<file path="config.mk">
export PLATFORM = sky130hd
export DESIGN_NAME = grlr_div
export DESIGN_NICKNAME = d
export VERILOG_FILES = /design/src/rtl/grlr_pkg.sv /design/src/rtl/grlr_div.sv
export SDC_FILE = /design/constraint.sdc
export NUM_CORES = 1
export LEC_CHECK = 0
export ABC_CLOCK_PERIOD_IN_PS = 3250
export BUFFER_PORTS_ARGS = -buffer_cell sky130_fd_sc_hd__buf_2
export CAP_MARGIN = 20
export CELL_PAD_IN_SITES_DETAIL_PLACEMENT = 1
export CELL_PAD_IN_SITES_GLOBAL_PLACEMENT = 2
export CORE_ASPECT_RATIO = 1.75
export CORE_MARGIN = 5
export CORE_UTILIZATION = 34
export CTS_BUF_LIST = sky130_fd_sc_hd__clkbuf_4
export DETAILED_ROUTE_END_ITERATION = 16
export PLACE_DENSITY = 0.82
export SYNTH_ARGS = -nofsm -noshare
export SYNTH_HDL_FRONTEND = slang
export SYNTH_SLANG_ARGS = --single-unit
</file>
<file path="constraint.sdc">
create_clock -name clock -period 3.25 [get_ports clock]
set_input_delay 0.1625 -clock clock [delete_from_list [all_inputs] [get_ports clock]]
set_output_delay 0.1625 -clock clock [all_outputs]
set_load 0.03 [all_outputs]
</file>
<file path="src/rtl/grlr_pkg.sv">
`timescale 1ns / 1ps
// ----------------------------------------------------------------------------
// grlr_pkg
// Shared types and constants of the gamma ramp linear resampler.
// ----------------------------------------------------------------------------
package grlr_pkg;

   localparam int CHAN_W     = 16;
   localparam int IDX_W      = 12;
   localparam int RAMP_W     = 13;
   localparam int STATUS_W   = 2;
   localparam int NUM_CHAN   = 3;
   localparam int MIX_W      = CHAN_W + RAMP_W;
   localparam int REQ_DATA_W = 64;
   localparam int REQ_USER_W = 2;
   localparam int RSP_DATA_W = CHAN_W * NUM_CHAN;

   localparam int MAX_POINTS_DEF = 1024;

   localparam logic [RAMP_W-1:0] RAMP_RESET = RAMP_W'(256);

   localparam logic CMD_LOAD  = 1'b0;
   localparam logic CMD_QUERY = 1'b1;

   localparam logic [STATUS_W-1:0] STATUS_OK    = 2'd0;
   localparam logic [STATUS_W-1:0] STATUS_EMPTY = 2'd1;
   localparam logic [STATUS_W-1:0] STATUS_RANGE = 2'd2;

   typedef logic [CHAN_W-1:0] chan_type;
   typedef chan_type [NUM_CHAN-1:0] point_type;

endpackage

</file>
<file path="src/rtl/grlr_div.sv">
`timescale 1ns / 1ps
// ----------------------------------------------------------------------------
// grlr_div
// Restoring divider that produces one quotient bit per cycle.
// ----------------------------------------------------------------------------
module grlr_div #(
   parameter int W = 22
) (
   input  logic                       clock,
   input  logic                       reset,
   input  logic                       start,
   input  logic [W-1:0]               dividend,
   input  logic [grlr_pkg::RAMP_W-1:0] divisor,
   output logic                       done,
   output logic [W-1:0]               quotient,
   output logic [grlr_pkg::RAMP_W-1:0] remainder
);
   import grlr_pkg::*;

   localparam int CNT_W = $clog2(W + 1);

   logic [RAMP_W-1:0] rem_ff;
   logic [W-1:0]      quo_ff;
   logic [CNT_W-1:0]  cnt_ff;
   logic              busy_ff;
   logic              done_ff;
   logic [RAMP_W:0]   trial;
   logic              fits;

   assign trial = {rem_ff, quo_ff[W-1]};
   assign fits  = trial >= {1'b0, divisor};

   always_ff @(posedge clock) begin
      if (reset) begin
         busy_ff <= 1'b0;
         done_ff <= 1'b0;
         cnt_ff  <= '0;
      end else begin
         done_ff <= busy_ff && (cnt_ff == CNT_W'(1));
         if (start) begin
            busy_ff <= 1'b1;
            cnt_ff  <= CNT_W'(W);
            rem_ff  <= '0;
            quo_ff  <= dividend;
         end else if (busy_ff) begin
            cnt_ff <= cnt_ff - CNT_W'(1);
            if (cnt_ff == CNT_W'(1)) begin
               busy_ff <= 1'b0;
            end
            if (fits) begin
               rem_ff <= RAMP_W'(trial - {1'b0, divisor});
            end else begin
               rem_ff <= trial[RAMP_W-1:0];
            end
            quo_ff <= {quo_ff[W-2:0], fits};
         end
      end
   end

   assign done      = done_ff;
   assign quotient  = quo_ff;
   assign remainder = rem_ff;

endmodule

</file>
### Yosys cells after proc, flatten, opt, wreduce, memory -nomap -nowiden

Index checks and enable logic that the tools add are counted.

* register bits after elaboration: 42
* output and inout bits: 36

* add/sub/neg operators: 2
* $lt $le $gt $ge: 1
* equality and inequality tests: 1
* muxes and demuxes: 9
* bitwise logic cells: 1
* reduce and logical (&&, ||, !) cells: 4

Operators with widths (count)
* $mux 22: 2
* $mux 13: 2
* $ge 14x13->1: 1
* $sub 13x13->13: 1
* $mux 5: 2
* $eq 5x1->1 const B: 1
* $sub 5x1->5 const B: 1
* $mux 1: 3
* $reduce_and 2->1: 1
* $reduce_bool 2->1: 1
* $reduce_or 2->1: 1
* $logic_and 1x1->1: 1
* $not 1->1: 1

### Longest topological paths before layout

* depth after elaboration: 4
* mapped depth: 11

### Least setup slack after synthesis

Ideal clock, no wire load.

* path type: input to register
* start point: input port start
* end point: register quo_ff[0], in the netlist quotient[0], enable pin
* arrival: 2.251 ns
* data required time: 2.821 ns
* setup slack: 0.570 ns
* stages on the path: 4
* path buffers: 2
* cell sequence: clkbuf_1 > clkbuf_1 > nor2_1 > nor2_1

* longest elaborated chain between the ends: 2

RTL lines
* start: declaration: line grlr_div.sv:11 `input logic start,`
* $reduce_bool 2->1 (no source line)
* $reduce_and 2->1 (no source line)
* end signal: assignment: line grlr_div.sv:44 `quo_ff <= dividend;`
* end signal: assignment: line grlr_div.sv:55 `quo_ff <= {quo_ff[W-2:0], fits};`
* end: declaration: line grlr_div.sv:23 `logic [W-1:0] quo_ff;`

Every way passes these cells.
A chain may end at the register's enable or synchronous reset.

### Worst setup path after layout

* start point: register quo_ff[21], in the netlist quotient[21]
* end point: register rem_ff[2], in the netlist remainder[2] (data pin)

* longest elaborated chain between the ends: 3
* elaborated cells between the ends (all ways): 4
* classes of those cells: 1 x add/sub; 1 x order compare; 2 x mux

RTL lines
* $sub 13x13->13 or $ge 14x13->1 (tied branches): line grlr_div.sv:51, grlr_div.sv:31
* $mux 13 *: line grlr_div.sv:50 `if (fits) begin`
* $mux 13 *: line grlr_div.sv:45 `end else if (busy_ff) begin`
* end signal: assignment: line grlr_div.sv:51 `rem_ff <= RAMP_W'(trial - {1'b0, divisor});`
* end signal: assignment: line grlr_div.sv:53 `rem_ff <= trial[RAMP_W-1:0];`
* end: declaration: line grlr_div.sv:22 `logic [RAMP_W-1:0] rem_ff;`

Every way passes the cells marked *; elsewhere a longest branch is shown, timed or not. The select of a mux whose other input is x is not followed.

==> flow_metrics.py <==
metrics = {
    "synth": {
        "synthCells": 228,
        "yosysSeqAreaShare_pct": 46.3,
        "ys_top_cells_by_area": "edfxtp_1 41%, mux2_2 9.6%, ha_1 7.3%",
        "avgSynthCellArea_um2": 11.3,
        "yosys_warnings": 0,
        "yosys.area.top_type": "edfxtp_1",
        "syn_nets": 282,
        "ys_types": 42,
        "async_flop_share_pct": 0,
        "ys_seq_elements": 42,
        "synth_edf_count": 35,
        "syn-cell-area_um2": 2570,
        "synth_top_area_share_pct": 40.9,
        "ys.flop_type": "edfxtp_1",
    },
    "sta": {
        "final_max_slew_viol_count": 0,
        "skew_ns": 0.0120,
        "maxSlewHeadroom_pct": 63.1,
        "worst_pin_slew_ns": 0.548,
        "setup_viol_count_final": 0,
        "rsz0062_at_grt": "false",
        "setup_tns_ns": 0,
        "hold_viol": 0,
        "finalCritPeriodShare_pct": 82.2,
        "max_freq_mhz": 374,
        "period_needed_ns": 2.67,
    },
    "clocking": {
        "cts_tree": "yes",
        "cts_hold_buf": 0,
        "clkLatencyLatePin_ns": 0.37,
        "cts.repair_timing.setup_buffer_count": 0,
        "cts_repair_resize_count": 0,
        "cts_inserted_buffers": 5,
        "path_clk_slew_ns": 0.13,
        "clock_sinks": 42,
        "clk_path_buf_depth": 2,
        "cts-htree-levels": 2,
        "clk_root_buffer_cell": "clkbuf_4",
    },
    "drt": {
        "drtIter0Drc": 56,
        "drc_errors": 0,
        "routedWlPerCell_um": 16.1,
        "num_vias": 1971,
        "drt.antenna.violating_nets": 0,
        "routed_via_density": 5.03,
        "firstDrtPassIters": 4,
        "drt-total-wl_um": 6300,
    },
    "pwr": {
        "power_uw": 1490,
        "vdd_drop_max_v": 0.000313,
        "powerDensity_nw_per_um2": 479,
        "power.leakage_uw": 0.00140,
    },
    "placed_design": {
        "port_buffers": 73,
        "dpl.hpwl_um": 4970,
        "dp.cells": 384,
        "gp_congestion": 0.761,
    },
    "global_routing": {
        "grt.overflow.total": 0,
        "grt_pass1_vias": 2137,
        "track_usage_pct": 14.1,
        "antenna_found_initial": 0,
        "grt_pass1_wl_um": 10200,
        "grt_start_max_net_pins": 42,
    },
    "floorplan": {
        "die_w_um": 75.7,
        "num_io_pins": 74,
        "die_y_um": 125,
        "dieArea_um2": 9470,
        "num_rows": 42,
        "core_area_um2": 7460,
        "start_util_pct": 34.4,
    },
    "cells_and_area": {
        "diodes": 0,
        "final_cells": 392,
        "drive_gt1_share_pct": 39.1,
        "fin_util_pct": 41.7,
        "area_delta_synth_final_pct": 21.0,
        "fin_nets": 357,
    },
    "status": {
        "status": "completed",
    },
    "min_path": {
        "hold_path_class": "in -> reg",
        "hold_path.startpoint": "reset",
    },
    "worst_setup_path": {
        "crit_start": "quotient[21]",
        "rr_startpoint": "quotient[21]",
        "critPathCaptureType": "flop",
        "reg2reg_setup_slack_ns": 0.58,
        "arrival_ns": 2.79,
        "cp_max_fo": 12,
        "cp.required_ns": 3.37,
        "start_kind": "flop",
        "critical_path_class": "reg -> reg",
    },
    "flow_run": {
        "max_cap_viol_count": 0,
    },
}
[cell type report]
cell class | instances | area (um2)
fillers | 867 | 4350
multi-input cells | 160 | 1270
flip-flops and latches | 42 | 1190
repair buffers | 76 | 388
well taps | 88 | 110
inverters | 18 | 67.6
clock buffers | 6 | 45.0
clock inverters | 2 | 37.5
[sequential cells by signal, summed over array words and instances (netlist names)]
name	flops
busy_ff	1
cnt_ff	5
quotient	22
remainder	13
done	1
[power by group]
part,leakage [uW],total [uW],internal [uW],switching [uW]
combinational,0.000961,470,192,278
sequential,0.000394,666,638,28.1
clock,0.0000419,354,171,183
total,0.00140,1490,1000,489
[routing by layer]
| layer | vias up | wire length, um | global-route usage (%) |
|---|---|---|---|
| met1 | 946 | 2150 | 14.2 |
| li1 | 973 | - | - |
| met2 | 46 | 3680 | 26.5 |
| met5 | - | 0 | 0 |
| met3 | 6 | 373 | 4.10 |
| met4 | 0 | 92 | 4.12 |
[synthesized netlist by cell type (2+ instances only)]
cell and n:
clkbuf_1 5, nor4_1 2, nand3_1 5, inv_1 18, mux2_2 22, dfxtp_1 7, a21oi_1 8, nand2_1 6
ha_1 15, mux2i_1 12, a21oi_2 3, a21o_1 6, xnor2_1 8, nand4_1 2, o21a_1 3, nor2b_1 3
xor2_1 3, nand2b_1 2, buf_2 2, nor2_1 29, nor2_2 2, nor3_1 4, edfxtp_1 35, a31oi_1 2
a211oi_2 2, o21ai_0 6
[critical path, stage by stage, from the launching register on]
cell,delay [ns]
edfxtp_1,0.42
inv_1,0.06
ha_1,0.21
fa_1,0.44
nor2b_4,0.14
o31ai_2,0.08
a21oi_2,0.14
a21oi_2,0.09
o211ai_4,0.27
buf_4,0.30
mux2i_1,0.21
nor2_1,0.05
[path summary, 6_finish.rpt]
path / depth (start not counted) / to
worst max-delay path: 11 / remainder[2]
worst min register to register: 2 / cnt_ff[3]
worst max register to register: 11 / remainder[2]
worst min-delay path: 2 / cnt_ff[4]
[metrics by stage]
stage | hold slack (ns) | instance area, um2 | worst slack, ns
2_1_floorplan | 0.235 | 2570 | 0.570
3_3_place_gp | 0.464 | 3030 | 0.677
3_5_place_dp | 0.466 | 3030 | 0.575
4_1_cts | 0.0498 | 3110 | 0.566
5_1_grt | 0.0445 | 3110 | 0.393
6_report | 0.0617 | 3110 | 0.580
[logic make-up (layout without fill, tap and decap cells)]
family	Yosys count	count (layout)	synth area share (%)
DFF	42	42	46.3
muxes	34	34	14.3
and+or+nand+nor	60	60	11.4
buffers and inverters	26	102	4.53
xor gates and xnor gates	11	11	3.75
AOI/OAI and AO/OA	39	39	11.5
adders and majority gates	16	16	8.08
[layout by cell type (no fill, tap or decap), types with 4 or more instances in the layout]
| cell | n |
|---|---|
| a21o_1 | 6 |
| inv_1 | 18 |
| buf_2 | 73 |
| ha_1 | 15 |
| nand2_1 | 6 |
| nor3_1 | 4 |
| a21oi_1 | 8 |
| xnor2_1 | 8 |
| o21ai_0 | 6 |
| clkbuf_4 | 6 |
| nor2_1 | 28 |
| mux2i_1 | 12 |
| dfxtp_1 | 7 |
| edfxtp_1 | 35 |
| mux2_2 | 22 |
| nand3_1 | 5 |
(Power assumes the default switching activity.)
